==> config.mk <==
export PLATFORM = sky130hd
export DESIGN_NAME = disk_read_command_splitter_flat
export DESIGN_NICKNAME = d
export VERILOG_FILES = /design/src/hdl/drcs_pkg.sv /design/src/hdl/drcs_if.sv /design/src/hdl/disk_read_command_splitter.sv /design/src/flat_wrapper.sv
export SDC_FILE = /design/constraint.sdc
export NUM_CORES = 1
export LEC_CHECK = 0
export CAP_MARGIN = 40
export CORE_UTILIZATION = 60
export CTS_BUF_LIST = sky130_fd_sc_hd__clkbuf_16
export CTS_CLUSTER_SIZE = 30
export DETAILED_ROUTE_END_ITERATION = 8
export DONT_BUFFER_PORTS = 1
export PLACE_DENSITY = 0.82
export SYNTH_ARGS = -nofsm -noshare
export SYNTH_HDL_FRONTEND = slang
export SYNTH_SLANG_ARGS = --single-unit
==> constraint.sdc <==
create_clock -name clk_i -period 15.8 [get_ports clk_i]
set_input_delay 1.58 -clock clk_i [delete_from_list [all_inputs] [get_ports clk_i]]
set_output_delay 1.58 -clock clk_i [all_outputs]
set_load 0.01 [all_outputs]
==> src/hdl/drcs_pkg.sv <==
// Package for the disk read command splitter: field widths, register
// indexes, microcode word layout and the microcode program.
// No dependencies.
`timescale 1ns / 1ps
`default_nettype none

package drcs_pkg;

  localparam int unsigned BLOCK_W     = 28;
  localparam int unsigned TOTAL_W     = 12;
  localparam int unsigned SECT_W      = 6;
  localparam int unsigned HEADS_W     = 5;
  localparam int unsigned HEAD_W      = 4;
  localparam int unsigned CYL_W       = 16;
  localparam int unsigned DH_W        = 8;
  localparam int unsigned CFG_IDX_W   = 2;
  localparam int unsigned CFG_DATA_W  = 6;
  localparam int unsigned DIV_STEPS   = BLOCK_W;
  localparam int unsigned DIV_CNT_W   = $clog2(DIV_STEPS);

  localparam int unsigned MAX_COMMANDS_DEF = 64;

  localparam logic [SECT_W-1:0]  SPT_RESET   = 6'd63;
  localparam logic [HEADS_W-1:0] HEADS_RESET = 5'd16;
  localparam logic [HEADS_W-1:0] HEADS_MAX   = 5'd16;
  localparam logic [DH_W-1:0]    DH_BASE     = 8'hA0;

  typedef enum logic [CFG_IDX_W-1:0] {
    REG_SPT   = 2'd0,
    REG_HEADS = 2'd1,
    REG_DRIVE = 2'd2
  } cfg_reg_e;

  typedef enum logic [2:0] {
    STEP_IDLE,
    STEP_DIV_SPT,
    STEP_LD_HEADS,
    STEP_DIV_HEADS,
    STEP_LD_CHS,
    STEP_EMIT
  } step_e;

  typedef enum logic [2:0] {
    OP_IDLE,
    OP_DIV_SPT,
    OP_LD_HEADS,
    OP_DIV_HEADS,
    OP_LD_CHS,
    OP_EMIT
  } op_e;

  typedef enum logic [2:0] {
    COND_ALWAYS,
    COND_IN_ACC,
    COND_CNT_ZERO,
    COND_LEFT_ZERO,
    COND_RUN_END
  } cond_e;

  typedef struct packed {
    op_e   op;
    cond_e cond;
    step_e tgt_true;
    step_e tgt_false;
  } ucode_t;

  function automatic ucode_t ucode_rom(input step_e pc);
    ucode_t w;
    case (pc)
      STEP_IDLE:      w = '{OP_IDLE,      COND_IN_ACC,    STEP_DIV_SPT,   STEP_IDLE};
      STEP_DIV_SPT:   w = '{OP_DIV_SPT,   COND_CNT_ZERO,  STEP_LD_HEADS,  STEP_DIV_SPT};
      STEP_LD_HEADS:  w = '{OP_LD_HEADS,  COND_ALWAYS,    STEP_DIV_HEADS, STEP_DIV_HEADS};
      STEP_DIV_HEADS: w = '{OP_DIV_HEADS, COND_CNT_ZERO,  STEP_LD_CHS,    STEP_DIV_HEADS};
      STEP_LD_CHS:    w = '{OP_LD_CHS,    COND_LEFT_ZERO, STEP_IDLE,      STEP_EMIT};
      STEP_EMIT:      w = '{OP_EMIT,      COND_RUN_END,   STEP_IDLE,      STEP_EMIT};
      default:        w = '{OP_IDLE,      COND_ALWAYS,    STEP_IDLE,      STEP_IDLE};
    endcase
    return w;
  endfunction

endpackage

`default_nettype wire

==> src/hdl/drcs_if.sv <==
// Channel interfaces: read request in, read command out, register write.
// Depends on drcs_pkg.
`timescale 1ns / 1ps
`default_nettype none

interface drcs_req_if import drcs_pkg::*; ();
  logic               valid;
  logic               ready;
  logic [BLOCK_W-1:0] start_block;
  logic [TOTAL_W-1:0] sector_total;
  modport source (output valid, start_block, sector_total, input ready);
  modport sink   (input valid, start_block, sector_total, output ready);
endinterface

interface drcs_cmd_if import drcs_pkg::*; ();
  logic              valid;
  logic              ready;
  logic [SECT_W-1:0] command_sectors;
  logic [SECT_W-1:0] start_sector;
  logic [HEAD_W-1:0] head_select;
  logic [CYL_W-1:0]  cylinder;
  logic [DH_W-1:0]   drive_head_byte;
  logic              truncated;
  logic              last_command;
  modport source (output valid, command_sectors, start_sector, head_select, cylinder,
                  drive_head_byte, truncated, last_command, input ready);
  modport sink   (input valid, command_sectors, start_sector, head_select, cylinder,
                  drive_head_byte, truncated, last_command, output ready);
endinterface

interface drcs_cfg_if import drcs_pkg::*; ();
  logic                  valid;
  logic                  ready;
  logic [CFG_IDX_W-1:0]  reg_index;
  logic [CFG_DATA_W-1:0] wr_data;
  modport source (output valid, reg_index, wr_data, input ready);
  modport sink   (input valid, reg_index, wr_data, output ready);
endinterface

`default_nettype wire

==> src/hdl/disk_read_command_splitter.sv <==
// Disk read command splitter top level: microcoded sequencer over a
// shared restoring divider and a command emitter. Depends on drcs_pkg, drcs_if.
//
// A request (start block, sector count) is turned into cylinder/head/sector
// by two restoring divisions through one shared divide step (by sectors per
// track, then by head count), plus two load steps. Then one read command is
// issued per cycle, one per track segment, as long as the output register is
// drained; at most MAX_COMMANDS commands per request, the last flagged, and
// truncated set when sectors were left over. A zero sector count produces no
// command. One request is handled at a time; the next is taken once the last
// command sits in the output register. Registers are to be written through
// the config channel only while idle; the block itself does not enforce this.
`timescale 1ns / 1ps
`default_nettype none

module disk_read_command_splitter import drcs_pkg::*; #(
  parameter int unsigned MAX_COMMANDS = MAX_COMMANDS_DEF
) (
  input  wire         clk_i,
  input  wire         rst_ni,
  drcs_cfg_if.sink    cfg_wr,
  drcs_req_if.sink    rd_req,
  drcs_cmd_if.source  rd_cmd
);

  localparam int unsigned CMD_W = $clog2(MAX_COMMANDS + 1);

  logic [SECT_W-1:0]  spt_q;
  logic [HEADS_W-1:0] heads_q;
  logic               drive_q;

  step_e  pc_q, pc_d;
  ucode_t uc;
  logic   cond_hit;

  logic [SECT_W-1:0]    rem_q, rem_d;
  logic [BLOCK_W-1:0]   quo_q, quo_d;
  logic [DIV_CNT_W-1:0] cnt_q, cnt_d;
  logic [TOTAL_W-1:0]   left_q, left_d;
  logic [SECT_W-1:0]    pos_q, pos_d;
  logic [HEAD_W-1:0]    head_q, head_d;
  logic [CYL_W-1:0]     cyl_q, cyl_d;
  logic [CMD_W-1:0]     cmds_q, cmds_d;

  logic              ov_q, ov_d;
  logic [SECT_W-1:0] osec_q, osec_d, ostart_q, ostart_d;
  logic [HEAD_W-1:0] ohead_q, ohead_d;
  logic [CYL_W-1:0]  ocyl_q, ocyl_d;
  logic [DH_W-1:0]   odh_q, odh_d;
  logic              otrunc_q, otrunc_d, olast_q, olast_d;

  logic [SECT_W-1:0]  spt_eff;
  logic [HEADS_W-1:0] heads_eff;
  logic [SECT_W-1:0]  divisor;
  logic [SECT_W:0]    shifted;
  logic               ge;
  logic [SECT_W-1:0]  room, n;
  logic [TOTAL_W-1:0] new_left;
  logic [SECT_W:0]    new_pos;
  logic               track_end, cap, run_last, slot_free, emit;

  // Register file
  assign cfg_wr.ready = 1'b1;

  always_ff @(posedge clk_i or negedge rst_ni) begin
    if (!rst_ni) begin
      spt_q   <= SPT_RESET;
      heads_q <= HEADS_RESET;
      drive_q <= 1'b0;
    end else if (cfg_wr.valid) begin
      case (cfg_reg_e'(cfg_wr.reg_index))
        REG_SPT:   spt_q   <= cfg_wr.wr_data[SECT_W-1:0];
        REG_HEADS: heads_q <= cfg_wr.wr_data[HEADS_W-1:0];
        REG_DRIVE: drive_q <= cfg_wr.wr_data[0];
        default: ;
      endcase
    end
  end

  assign spt_eff   = (spt_q == '0) ? SECT_W'(1) : spt_q;
  assign heads_eff = (heads_q == '0) ? HEADS_W'(1) :
                     (heads_q > HEADS_MAX) ? HEADS_MAX : heads_q;

  // Datapath
  assign uc       = ucode_rom(pc_q);
  assign divisor  = (uc.op == OP_DIV_SPT) ? spt_eff : {1'b0, heads_eff};
  assign shifted  = {rem_q, quo_q[BLOCK_W-1]};
  assign ge       = shifted >= {1'b0, divisor};

  assign room      = spt_eff - pos_q;
  assign n         = ({{(TOTAL_W-SECT_W){1'b0}}, room} <= left_q) ? room : left_q[SECT_W-1:0];
  assign new_left  = left_q - {{(TOTAL_W-SECT_W){1'b0}}, n};
  assign new_pos   = {1'b0, pos_q} + {1'b0, n};
  assign track_end = new_pos == {1'b0, spt_eff};
  assign cap       = (cmds_q + CMD_W'(1)) == CMD_W'(MAX_COMMANDS);
  assign run_last  = (new_left == '0) || cap;
  assign slot_free = !ov_q || rd_cmd.ready;
  assign emit      = (uc.op == OP_EMIT) && slot_free;

  assign rd_req.ready = (uc.op == OP_IDLE);

  always_comb begin
    case (uc.cond)
      COND_ALWAYS:    cond_hit = 1'b1;
      COND_IN_ACC:    cond_hit = rd_req.valid;
      COND_CNT_ZERO:  cond_hit = (cnt_q == '0);
      COND_LEFT_ZERO: cond_hit = (left_q == '0);
      COND_RUN_END:   cond_hit = emit && run_last;
      default:        cond_hit = 1'b1;
    endcase
    pc_d = cond_hit ? uc.tgt_true : uc.tgt_false;
  end

  always_comb begin
    rem_d    = rem_q;
    quo_d    = quo_q;
    cnt_d    = cnt_q;
    left_d   = left_q;
    pos_d    = pos_q;
    head_d   = head_q;
    cyl_d    = cyl_q;
    cmds_d   = cmds_q;
    ov_d     = ov_q && !rd_cmd.ready;
    osec_d   = osec_q;
    ostart_d = ostart_q;
    ohead_d  = ohead_q;
    ocyl_d   = ocyl_q;
    odh_d    = odh_q;
    otrunc_d = otrunc_q;
    olast_d  = olast_q;
    case (uc.op)
      OP_IDLE: begin
        if (rd_req.valid) begin
          rem_d  = '0;
          quo_d  = rd_req.start_block;
          cnt_d  = DIV_CNT_W'(DIV_STEPS - 1);
          left_d = rd_req.sector_total;
        end
      end
      OP_DIV_SPT, OP_DIV_HEADS: begin
        rem_d = ge ? SECT_W'(shifted - {1'b0, divisor}) : shifted[SECT_W-1:0];
        quo_d = {quo_q[BLOCK_W-2:0], ge};
        cnt_d = cnt_q - DIV_CNT_W'(1);
      end
      OP_LD_HEADS: begin
        pos_d = rem_q;
        rem_d = '0;
        cnt_d = DIV_CNT_W'(DIV_STEPS - 1);
      end
      OP_LD_CHS: begin
        head_d = rem_q[HEAD_W-1:0];
        cyl_d  = quo_q[CYL_W-1:0];
        cmds_d = '0;
      end
      OP_EMIT: begin
        if (emit) begin
          ov_d     = 1'b1;
          osec_d   = n;
          ostart_d = pos_q + SECT_W'(1);
          ohead_d  = head_q;
          ocyl_d   = cyl_q;
          odh_d    = DH_BASE | {3'b000, drive_q, 4'b0000} | {4'b0000, head_q};
          otrunc_d = (new_left != '0) && cap;
          olast_d  = run_last;
          left_d   = new_left;
          cmds_d   = cmds_q + CMD_W'(1);
          pos_d    = new_pos[SECT_W-1:0];
          if (track_end) begin
            pos_d = '0;
            if (({1'b0, head_q} + HEADS_W'(1)) >= heads_eff) begin
              head_d = '0;
              cyl_d  = cyl_q + CYL_W'(1);
            end else begin
              head_d = head_q + HEAD_W'(1);
            end
          end
        end
      end
      default: ;
    endcase
  end

  always_ff @(posedge clk_i or negedge rst_ni) begin
    if (!rst_ni) begin
      pc_q <= STEP_IDLE;
      ov_q <= 1'b0;
    end else begin
      pc_q <= pc_d;
      ov_q <= ov_d;
    end
  end

  always_ff @(posedge clk_i) begin
    rem_q    <= rem_d;
    quo_q    <= quo_d;
    cnt_q    <= cnt_d;
    left_q   <= left_d;
    pos_q    <= pos_d;
    head_q   <= head_d;
    cyl_q    <= cyl_d;
    cmds_q   <= cmds_d;
    osec_q   <= osec_d;
    ostart_q <= ostart_d;
    ohead_q  <= ohead_d;
    ocyl_q   <= ocyl_d;
    odh_q    <= odh_d;
    otrunc_q <= otrunc_d;
    olast_q  <= olast_d;
  end

  assign rd_cmd.valid           = ov_q;
  assign rd_cmd.command_sectors = osec_q;
  assign rd_cmd.start_sector    = ostart_q;
  assign rd_cmd.head_select     = ohead_q;
  assign rd_cmd.cylinder        = ocyl_q;
  assign rd_cmd.drive_head_byte = odh_q;
  assign rd_cmd.truncated       = otrunc_q;
  assign rd_cmd.last_command    = olast_q;

  // Checks
  a_last_to_idle: assert property (@(posedge clk_i) disable iff (!rst_ni)
    emit && run_last |=> pc_q == STEP_IDLE)
    else $error("run did not end after last command");

  a_pos_in_track: assert property (@(posedge clk_i) disable iff (!rst_ni)
    pc_q == STEP_EMIT |-> pos_q < spt_eff)
    else $error("track position out of range");

  a_cmd_nonzero: assert property (@(posedge clk_i) disable iff (!rst_ni)
    emit |-> n != '0)
    else $error("empty command issued");

  a_cap: assert property (@(posedge clk_i) disable iff (!rst_ni)
    pc_q == STEP_EMIT |-> cmds_q < CMD_W'(MAX_COMMANDS))
    else $error("command cap exceeded");

endmodule

`default_nettype wire

==> src/flat_wrapper.sv <==
// flat-port wrapper written by rule: the top's interface ports become plain ports
module disk_read_command_splitter_flat import drcs_pkg::*;
#(
  parameter int unsigned MAX_COMMANDS = MAX_COMMANDS_DEF
)
  (clk_i, rst_ni, cfg_wr_valid, cfg_wr_reg_index, cfg_wr_wr_data, cfg_wr_ready, rd_req_valid, rd_req_start_block, rd_req_sector_total, rd_req_ready, rd_cmd_valid, rd_cmd_command_sectors, rd_cmd_start_sector, rd_cmd_head_select, rd_cmd_cylinder, rd_cmd_drive_head_byte, rd_cmd_truncated, rd_cmd_last_command, rd_cmd_ready);
  drcs_cfg_if cfg_wr_i ();
  drcs_req_if rd_req_i ();
  drcs_cmd_if rd_cmd_i ();
  input  wire clk_i;
  input  wire rst_ni;
  input wire logic [$bits(cfg_wr_i.valid)-1:0] cfg_wr_valid;
  input wire logic [$bits(cfg_wr_i.reg_index)-1:0] cfg_wr_reg_index;
  input wire logic [$bits(cfg_wr_i.wr_data)-1:0] cfg_wr_wr_data;
  output wire logic [$bits(cfg_wr_i.ready)-1:0] cfg_wr_ready;
  input wire logic [$bits(rd_req_i.valid)-1:0] rd_req_valid;
  input wire logic [$bits(rd_req_i.start_block)-1:0] rd_req_start_block;
  input wire logic [$bits(rd_req_i.sector_total)-1:0] rd_req_sector_total;
  output wire logic [$bits(rd_req_i.ready)-1:0] rd_req_ready;
  output wire logic [$bits(rd_cmd_i.valid)-1:0] rd_cmd_valid;
  output wire logic [$bits(rd_cmd_i.command_sectors)-1:0] rd_cmd_command_sectors;
  output wire logic [$bits(rd_cmd_i.start_sector)-1:0] rd_cmd_start_sector;
  output wire logic [$bits(rd_cmd_i.head_select)-1:0] rd_cmd_head_select;
  output wire logic [$bits(rd_cmd_i.cylinder)-1:0] rd_cmd_cylinder;
  output wire logic [$bits(rd_cmd_i.drive_head_byte)-1:0] rd_cmd_drive_head_byte;
  output wire logic [$bits(rd_cmd_i.truncated)-1:0] rd_cmd_truncated;
  output wire logic [$bits(rd_cmd_i.last_command)-1:0] rd_cmd_last_command;
  input wire logic [$bits(rd_cmd_i.ready)-1:0] rd_cmd_ready;
  assign cfg_wr_i.valid = cfg_wr_valid;
  assign cfg_wr_i.reg_index = cfg_wr_reg_index;
  assign cfg_wr_i.wr_data = cfg_wr_wr_data;
  assign cfg_wr_ready = cfg_wr_i.ready;
  assign rd_req_i.valid = rd_req_valid;
  assign rd_req_i.start_block = rd_req_start_block;
  assign rd_req_i.sector_total = rd_req_sector_total;
  assign rd_req_ready = rd_req_i.ready;
  assign rd_cmd_valid = rd_cmd_i.valid;
  assign rd_cmd_command_sectors = rd_cmd_i.command_sectors;
  assign rd_cmd_start_sector = rd_cmd_i.start_sector;
  assign rd_cmd_head_select = rd_cmd_i.head_select;
  assign rd_cmd_cylinder = rd_cmd_i.cylinder;
  assign rd_cmd_drive_head_byte = rd_cmd_i.drive_head_byte;
  assign rd_cmd_truncated = rd_cmd_i.truncated;
  assign rd_cmd_last_command = rd_cmd_i.last_command;
  assign rd_cmd_i.ready = rd_cmd_ready;
  disk_read_command_splitter #(.MAX_COMMANDS(MAX_COMMANDS)) u_core (.clk_i(clk_i), .rst_ni(rst_ni), .cfg_wr(cfg_wr_i), .rd_req(rd_req_i), .rd_cmd(rd_cmd_i));
endmodule
# Word level (Yosys, flattened, before mapping)
# Index checks and enable logic that the tools add are counted.
# Widths: inputs -> output; s select.
totals:
  elab_cells: 124
  out_inout_bits: 45
  regBits: 142
  in_bits: 53
op_classes:
  n_lt_le_gt_ge: 4
  reduce_logical: 34
  mux: 33
  addsub: 10
  n_bitwise: 1
  n_eq_ne: 22
op_table:
  columns: ["op", "count"]
  rows:
  - ["$pmux 12 s6", 1]
  - ["$pmux 28 s2", 1]
  - ["$mux 16", 3]
  - ["$mux 6", 7]
  - ["$pmux 16 s2", 1]
  - ["$mux 28", 1]
  - ["$logic_not 12->1", 2]
  - ["$mux 12", 2]
  - ["$pmux 12 s2", 1]
  - ["$eq 3x2->1 const B", 6]
  - ["$pmux 6 s3", 1]
  - ["$add 16x1->16 const B", 1]
  - ["$reduce_and 2->1", 8]
  - ["$eq 3x3->1 const B", 5]
  - ["$mux 5", 3]
  - ["$pmux 5 s3", 1]
  - ["$pmux 7 s2", 1]
  - ["$le 6x12->1", 1]
  - ["$mux 4", 3]
  - ["$pmux 6 s2", 1]
  - ["$reduce_bool 12->1", 1]
  - ["$sub 12x6->12", 1]
  - ["$sub 6x6->6", 2]
  - ["$logic_not 5->1", 2]
  - ["other kinds (33)", 48]

# Longest topological paths before layout
# Gate-level depths: netlist (run 1).
depth:
  ltp_word: 11
  mapped_depth: 28
  depth_no_buf: 27

# Worst setup path after synthesis (run 1)
# No wires, ideal clock.
synth_timing:
  kind: "reg2reg"
  startpoint: "register u_core.spt_q[5]"
  endpoint: "register u_core.cyl_q[0] (enable)"
  path_slack_ps: 10241
  required_ps: 15426
  n_path_buf: 1
  path_stages_with_launch: 23
  synth_period_minus_slack_ps: 5559
  setup_time_ps: 374
  arrival_ps: 5185
  path_cell_list: "dfstp_2 -> nor4_1 -> a21oi_1 -> ha_1 -> fa_1 -> nand2b_1 -> o2bb2ai_2 -> xor2_2 -> inv_2 -> ha_1 -> nand4_1 -> o21bai_1 -> a31oi_4 -> buf_6 -> mux2_2 -> ha_1 -> a21oi_1 -> o21bai_1 -> maj3_2 -> xnor2_2 -> xnor2_1 -> o21ai_2 -> and3_1"
synth_via:
  elab_chain_cells: 9
synth_lines:
  columns: ["element", "line", "text"]
  rows:
  - ["start, declared", "disk_read_command_splitter.sv:28", "logic [SECT_W-1:0] spt_q;"]
  - ["start signal, assigned", "disk_read_command_splitter.sv:72", "REG_SPT: spt_q <= cfg_wr.wr_data[SECT_W-1:0];"]
  - ["$logic_not 6->1", "disk_read_command_splitter.sv:80", "assign spt_eff = (spt_q == '0) ? SECT_W'(1) : spt_q;"]
  - ["$mux 6 (*)", "disk_read_command_splitter.sv:80", null]
  - ["$sub 6x6->6 (*)", "disk_read_command_splitter.sv:90", "assign room = spt_eff - pos_q;"]
  - ["$le 6x12->1", "disk_read_command_splitter.sv:91", "assign n = ({{(TOTAL_W-SECT_W){1'b0}}, room} <= left_q) ? room : left_q[SECT_W-1:0];"]
  - ["$mux 6 (*)", "disk_read_command_splitter.sv:91", null]
  - ["net u_core.n[2]", "disk_read_command_splitter.sv:57", "logic [SECT_W-1:0] room, n;"]
  - ["$add 6x6->7 (*)", "disk_read_command_splitter.sv:93", "assign new_pos = {1'b0, pos_q} + {1'b0, n};"]
  - ["$eq 7x6->1 (*)", "disk_read_command_splitter.sv:94", "assign track_end = new_pos == {1'b0, spt_eff};"]
  - ["$ne 2x1->1 (no source line) (*)", null, null]
  - ["$reduce_and 4->1 (no source line) (*)", null, null]
  - ["end signal, assigned", "disk_read_command_splitter.sv:200", "cyl_q <= cyl_d;"]
  - ["end, declared", "disk_read_command_splitter.sv:42", "logic [CYL_W-1:0] cyl_q, cyl_d;"]
# The timed path passes the listed nets; every way through them passes the cells marked *.
# A chain may end at the register's enable or synchronous reset.

# Worst setup path in the final report (run 1)
layout_timing:
  startpoint: "register u_core.spt_q[5]"
  endpoint: "register u_core.cyl_q[7] (enable)"
# Same word-level chain as after synthesis.

==> flow_metrics.py, run 1 <==
metrics = {
    "routing": {
        "vias_per_cell": 5.83,
        "wire_per_inst_um": 17.6,
        "vias": 5209,
        "drt_iter0_markers": 520,
        "drc_errors": 0,
        "drtAntennaViolNets": 0,
        "drt_first_pass_iters": 8,
        "wirelength_um": 15700,
    },
    "clocking": {
        "insertion_delay_ns": 0.43,
        "post_cts_resized": 0,
        "cts-root-buf": "clkbuf_16",
        "numCtsBuffers": 17,
        "path_clk_slew_ns": 0.06,
        "cts_tree": "done",
        "cts_buffer_depth": 2,
        "cts_setup_buffers": 0,
        "clkSinkCount": 135,
        "h-tree-depth": 4,
        "hold_buffers": 0,
    },
    "sta": {
        "setup_tns_ns": 0,
        "setup_viol": 0,
        "worst_pin_slew_ns": 0.812,
        "slew_viol_final": 0,
        "max_freq_mhz": 158,
        "fin_crit_ns": 6.34,
        "fin_skew_ns": 0.0154,
        "hold_viol": 0,
        "rsz0062_at_grt": "no",
        "slew_headroom_pct": 45.8,
        "period_share_pct": 40.1,
    },
    "global_route": {
        "grt.total_usage_pct": 26.3,
        "grt_max_degree": 71,
        "grt_pass1_wl_um": 25500,
        "overflow": 0,
        "antenna_found_initial": 0,
        "grt_pass1_vias": 5200,
    },
    "die": {
        "fp.dieW_um": 114,
        "num_rows": 40,
        "dieArea_sq_um": 12900,
        "die_y_um": 114,
        "core_area_sq_um": 12100,
        "initial_core_util_pct": 61.9,
        "io_pins": 98,
    },
    "finish": {
        "synthToLayoutAreaGrowth_pct": 9.67,
        "regArea_sq_um": 3980,
        "fin_nets": 806,
        "fillers": 928,
        "multi_input_area_sq_um": 3220,
        "layout-drive-gt1-share_pct": 10.6,
        "antennaDiodeCount": 0,
    },
    "synth": {
        "synth-seq-cells": 135,
        "synth_edf_count": 119,
        "synth_cells": 713,
        "seq_area_frac_synth_pct": 53.1,
        "async_reset_ff_share_pct": 11.9,
        "ys.warnings.count": 0,
        "synth_area_sq_um": 7490,
        "synthFlopType": "edfxtp_1",
        "syn_area_per_cell_sq_um": 10.5,
        "synth.distinct_cells": 60,
    },
    "run_status": {
        "status": "complete, no violations",
    },
    "placed_design": {
        "hpwl_um": 11400,
        "gp_congestion": 0.887,
        "port_buffers": 0,
    },
    "setup_path": {
        "end_kind": "flop",
        "worstPathMaxFanout": 16,
        "path_class": "reg -> reg",
        "critPathLaunchType": "flop",
        "cp_data_arrival_time_ns": 6.39,
        "critPathRequiredTime_ns": 15.85,
    },
    "min_path": {
        "min_path_type": "reg -> reg",
    },
    "run": {
        "drv_cap": 0,
    },
}
-- area by class of cell --
cell class | count | share of cell area, %
Tap cell | 168 | 2.56
Multi-Input combinational cell | 513 | 39.2
Sequential cell | 135 | 48.5
Clock buffer | 17 | 5.18
Timing Repair Buffer | 8 | 0.853
Inverter | 37 | 1.69
Clock inverter | 15 | 2.02
-- cells in the final DEF, fill, tap and decap left out, drive strengths merged, types with 9 or more instances in the layout --
cell type,count
nor2,43
nand2b,10
ha,37
nand3,18
edfxtp,119
inv,43
mux2,15
nand2,163
clkbuf,17
xnor2,36
xor2,17
a21oi,33
o21ai,48
nor3,10
dfrtp,9
a21o,9
-- critical path, stage by stage (launching register included) --
cell and delay (ns):
dfstp_2 0.40, nor4_1 0.27, a21oi_1 0.17, ha_1 0.24, fa_1 0.40, nand2b_1 0.17
o2bb2ai_2 0.13, xor2_2 0.27, inv_2 0.10, ha_1 0.31, nand4_1 0.15, o21bai_1 0.24
a31oi_4 0.41, nand2_1 0.09, o21ai_0 0.15, ha_1 0.23, inv_1 0.05, fa_1 0.39
inv_1 0.07, a21o_1 0.11, a21oi_1 0.10, xnor2_1 0.24, a32o_1 0.17, nand3_1 0.16
o21ai_2 0.21, and3_1 0.72
-- state kept, by name, summed over array words and instances (netlist names), 2 cells and up --
| name | count |
|---|---|
| u_core.left_q | 12 |
| u_core.rd_cmd.drive_head_byte | 2 |
| u_core.cmds_q | 7 |
| u_core.heads_q | 5 |
| u_core.rem_q | 6 |
| u_core.cyl_q | 16 |
| u_core.rd_cmd.start_sector | 6 |
| u_core.rd_cmd.head_select | 3 |
| u_core.quo_q | 28 |
| u_core.rd_cmd.cylinder | 16 |
| u_core.rd_cmd.command_sectors | 6 |
| u_core.pos_q | 6 |
| u_core.cnt_q | 5 |
| u_core.pc_q | 3 |
| u_core.spt_q | 6 |
| u_core.head_q | 4 |
-- layer usage --
layer / GRT usage (%) / wire [um] / up-vias
met3: 8.61 / 1190 / 34
met1: 32.5 / 6470 / 2496
met2: 42.3 / 7690 / 198
met5: 0 / 0 / -
met4: 11.3 / 356 / 0
li1: - / - / 2481
-- path summary, 6_finish.rpt --
| path | from | end | slack [ns] | depth (start not counted) |
|---|---|---|---|---|
| worst max-delay path | u_core.spt_q[5] | u_core.cyl_q[7] | 9.46 | 25 |
| worst min-delay path | u_core.cyl_q[15] | u_core.rd_cmd.cylinder[15] | 0.47 | 0 |
| min in group asynchronous | rst_ni | u_core.pc_q[0] | 0.84 | 0 |
| max in group asynchronous | rst_ni | u_core.heads_q[4] | 14.78 | 0 |
| worst min register to register | u_core.cyl_q[15] | u_core.rd_cmd.cylinder[15] | 0.47 | 0 |
| worst max register to register | u_core.spt_q[5] | u_core.cyl_q[7] | 9.46 | 25 |
-- cell usage after synthesis, drive strengths merged, types with 2 or more instances --
library cell | number | share of area [%]
nand2 | 163 | 8.2
edfxtp | 119 | 48
o21ai | 48 | 3.3
nor2 | 43 | 2.2
ha | 37 | 6.2
inv | 37 | 1.9
xnor2 | 36 | 4.3
a21oi | 33 | 2.2
clkbuf | 18 | 0.90
nand3 | 18 | 1.2
xor2 | 17 | 2.1
mux2 | 15 | 2.3
buf | 12 | 1.2
nand2b | 10 | 0.83
nor3 | 10 | 0.73
a21o | 9 | 0.90
dfrtp | 9 | 3.0
or3 | 8 | 0.75
dfstp | 7 | 2.5
and3 | 5 | 0.42
o21bai | 5 | 0.55
a31oi | 4 | 0.73
fa | 4 | 1.1
nand3b | 4 | 0.40
nor2b | 4 | 0.33
nor4 | 4 | 0.53
o31ai | 4 | 0.40
mux2i | 3 | 0.40
nand4 | 3 | 0.25
nand4b | 3 | 0.35
and2 | 2 | 0.17
conb | 2 | 0.10
o211ai | 2 | 0.27
or2 | 2 | 0.17
-- kinds of logic after synthesis --
group / synth area share (%)
adder cells (fa/ha/maj): 7.40
multiplexers: 2.65
AND/OR/NAND/NOR: 16.7
XOR/XNOR: 6.40
buffers and inverters: 3.96
AO/OA/AOI/OAI: 9.67
other: 0.100
flip-flops: 53.1
-- metrics by stage --
step           setup slack, ns  cell area [sq um]  utilization [%]  hold WS, ns  cells
2_1_floorplan            10.24               7500                -        0.419    715
3_5_place_dp              9.47               7630             63.0        0.472    861
3_3_place_gp              9.76               7580             62.6        0.424    856
4_1_cts                   9.44               8220             67.9        0.474    893
6_report                  9.46               8220             67.9        0.471    893
5_1_grt                   8.93               8220             67.9        0.481    893
Power of run 1 is not shown: default switching activity piles up to over one toggle a cycle in this logic, so the estimate is an artifact.
==> run 2: changes to the inputs <==
--- a/config.mk
+++ b/config.mk
@@ -6,7 +6,7 @@
 export NUM_CORES = 1
 export LEC_CHECK = 0
 export CAP_MARGIN = 40
-export CORE_UTILIZATION = 60
+export CORE_UTILIZATION = 58
 export CTS_BUF_LIST = sky130_fd_sc_hd__clkbuf_16
 export CTS_CLUSTER_SIZE = 30
 export DETAILED_ROUTE_END_ITERATION = 8
==> constraint.sdc (replaced) <==
create_clock -name clk_i -period 5.5 [get_ports clk_i]
set_input_delay 0.55 -clock clk_i [delete_from_list [all_inputs] [get_ports clk_i]]
set_output_delay 0.55 -clock clk_i [all_outputs]
set_load 0.01 [all_outputs]
==> run 2 against run 1 <==
  * Setup slack worse by 9.4 ns
  * Global-route usage down 0.39 points
  * Critical path depth up 2
  * Utilization up 2.0 points
  * Sequential cell count unchanged
  * Die area up 3.4%
  * Via count up 4.2%
  * First-iteration DRC count down 14%
  * Non-clock buffer count up 39
  * Register-to-register slack worse by 9.4 ns
  * Sequential share of layout area down 3.3 points
==> flow_metrics.py, run 2 (same netlist as run 1, synthesis figures left out) <==
metrics = {
    "finish": {
        "regArea_sq_um": 3980,
        "largest_register": "u_core.quo_q",
        "antennaDiodeCount": 0,
        "largest_reg_flops": 28,
        "layout-drive-gt1-share_pct": 20.2,
        "synthToLayoutAreaGrowth_pct": 17.6,
        "final_common_cell": "nand2_1",
        "fillers": 880,
        "stdcell_area_sq_um": 8810,
        "mostFrequentLayoutCells": "nand2_1, edfxtp_1, o21ai_0",
        "fin_nets": 845,
        "multi_input_area_sq_um": 3440,
    },
    "routing": {
        "drc_errors": 0,
        "vias_per_cell": 5.80,
        "drtAntennaViolNets": 0,
        "vias": 5426,
        "wire_per_inst_um": 17.8,
        "drt_first_pass_iters": 6,
        "wirelength_um": 16700,
        "drt_iter0_markers": 445,
    },
    "global_route": {
        "grt_max_degree": 61,
        "overflow": 0,
        "grt_pass1_wl_um": 25900,
        "antenna_found_initial": 0,
        "grt_pass1_vias": 5271,
        "grt.total_usage_pct": 25.9,
    },
    "sta": {
        "max_freq_mhz": 184,
        "period_share_pct": 98.7,
        "worst_pin_slew_ns": 0.784,
        "hold_viol": 0,
        "holdWs_ns": 0.263,
        "rsz0062_at_grt": "yes",
        "slew_headroom_pct": 47.5,
        "slew_viol_final": 0,
        "fin_crit_ns": 5.43,
        "setup_viol": 0,
        "fin_skew_ns": 0.00946,
        "setup_tns_ns": 0,
    },
    "clocking": {
        "cts_tree": "done",
        "insertion_delay_ns": 0.42,
        "clkSinkCount": 135,
        "h-tree-depth": 4,
        "numCtsBuffers": 17,
        "cts-root-buf": "clkbuf_16",
        "path_clk_slew_ns": 0.06,
        "cts_buffer_depth": 2,
    },
    "setup_path": {
        "worstPathMaxFanout": 4,
        "path_class": "reg -> reg",
        "end_kind": "flop",
        "cp_data_arrival_time_ns": 5.70,
        "critPathRequiredTime_ns": 5.78,
        "rr_worst_depth": 27,
        "critPathLaunchType": "flop",
    },
    "placed_design": {
        "hpwl_um": 11600,
        "port_buffers": 0,
        "gp_congestion": 0.913,
        "dpl_cell_area_sq_um": 7790,
    },
    "die": {
        "num_rows": 41,
        "initial_core_util_pct": 59.4,
        "dieArea_sq_um": 13400,
        "fp.dieW_um": 116,
        "die_y_um": 116,
        "core_area_sq_um": 12600,
        "io_pins": 98,
    },
    "run_status": {
        "status": "complete, no violations",
    },
    "min_path": {
        "min_path_type": "in -> reg",
        "hold_depth": 2,
    },
    "run": {
        "drv_cap": 0,
    },
}
## run 2: changes by cell type in the layout (fill, tap and decap cells not counted), sizes merged
cell / before / now
buf: 8 / 45
clkbuf: 17 / 18
clkinv: 2 / 4
clkinvlp: 4 / 0
dlygate4sd3: 0 / 1
inv: 43 / 45
## run 2: worst paths after layout
kind	start	to	slack, ns
worst max-delay path	u_core.spt_q[5]	u_core.pc_q[0]	0.07
worst min-delay path	cfg_wr_wr_data[5]	u_core.spt_q[5]	0.26
worst max register to register	u_core.spt_q[5]	u_core.pc_q[0]	0.07
worst min register to register	u_core.drive_q	u_core.rd_cmd.drive_head_byte[4]	0.45
max in group asynchronous	rst_ni	u_core.pc_q[0]	4.36
min in group asynchronous	rst_ni	u_core.rd_cmd.valid	0.65
## run 2: per-stage QoR
step	setup WS, ns	cells	util [%]
finish	0.0740	936	69.8
global route	-0.0732	936	69.8
CTS	0.00564	916	67.3
detailed placement	-0.198	883	61.7
global placement	0.179	878	61.3
floorplan	0.116	715	-
## run 2: metal layers
layer	global-route usage [%]	up-vias	wire length (um)
li1	-	2542	-
met1	32.0	2634	6800
met2	41.9	219	8250
met3	7.69	31	1220
met4	12.3	0	405
met5	0	-	0
## run 2: what timing repair did
action / in CTS / in global routing
hold buffers: 1 / 0
hold endpoints to repair: 16 / 0
pin swaps: 1 / 26
cloned: 0 / 1
resized for setup: 15 / 32
setup buffers: 0 / 19
setup endpoints to repair: 30 / 33
## run 2: area by class of cell
type / count / area share [%]
clock buffers: 17 / 4.83
clock inverters: 15 / 2.13
inverters: 37 / 1.58
multi-input cells: 513 / 39.1
flip-flops and latches: 135 / 45.2
well taps: 172 / 2.44
repair buffers: 47 / 4.72
## run 2: worst max-delay path, cell delays in order (launching register included)
cell	delay, ns
dfstp_2	0.61
nor4_4	0.05
a21oi_2	0.17
ha_2	0.24
inv_2	0.03
a21o_1	0.18
a21oi_2	0.13
o21bai_1	0.11
a21oi_2	0.19
xnor2_2	0.10
ha_1	0.33
nand4_1	0.17
o21bai_4	0.22
a31oi_4	0.23
buf_6	0.14
mux2_4	0.32
inv_1	0.14
ha_4	0.24
a21oi_2	0.19
o21ai_2	0.10
o21bai_2	0.21
a21boi_2	0.16
buf_4	0.13
xnor2_1	0.13
nand4_1	0.16
a311oi_2	0.31
buf_4	0.17
a31oi_1	0.08
Power of run 2 is left out for the same reason.
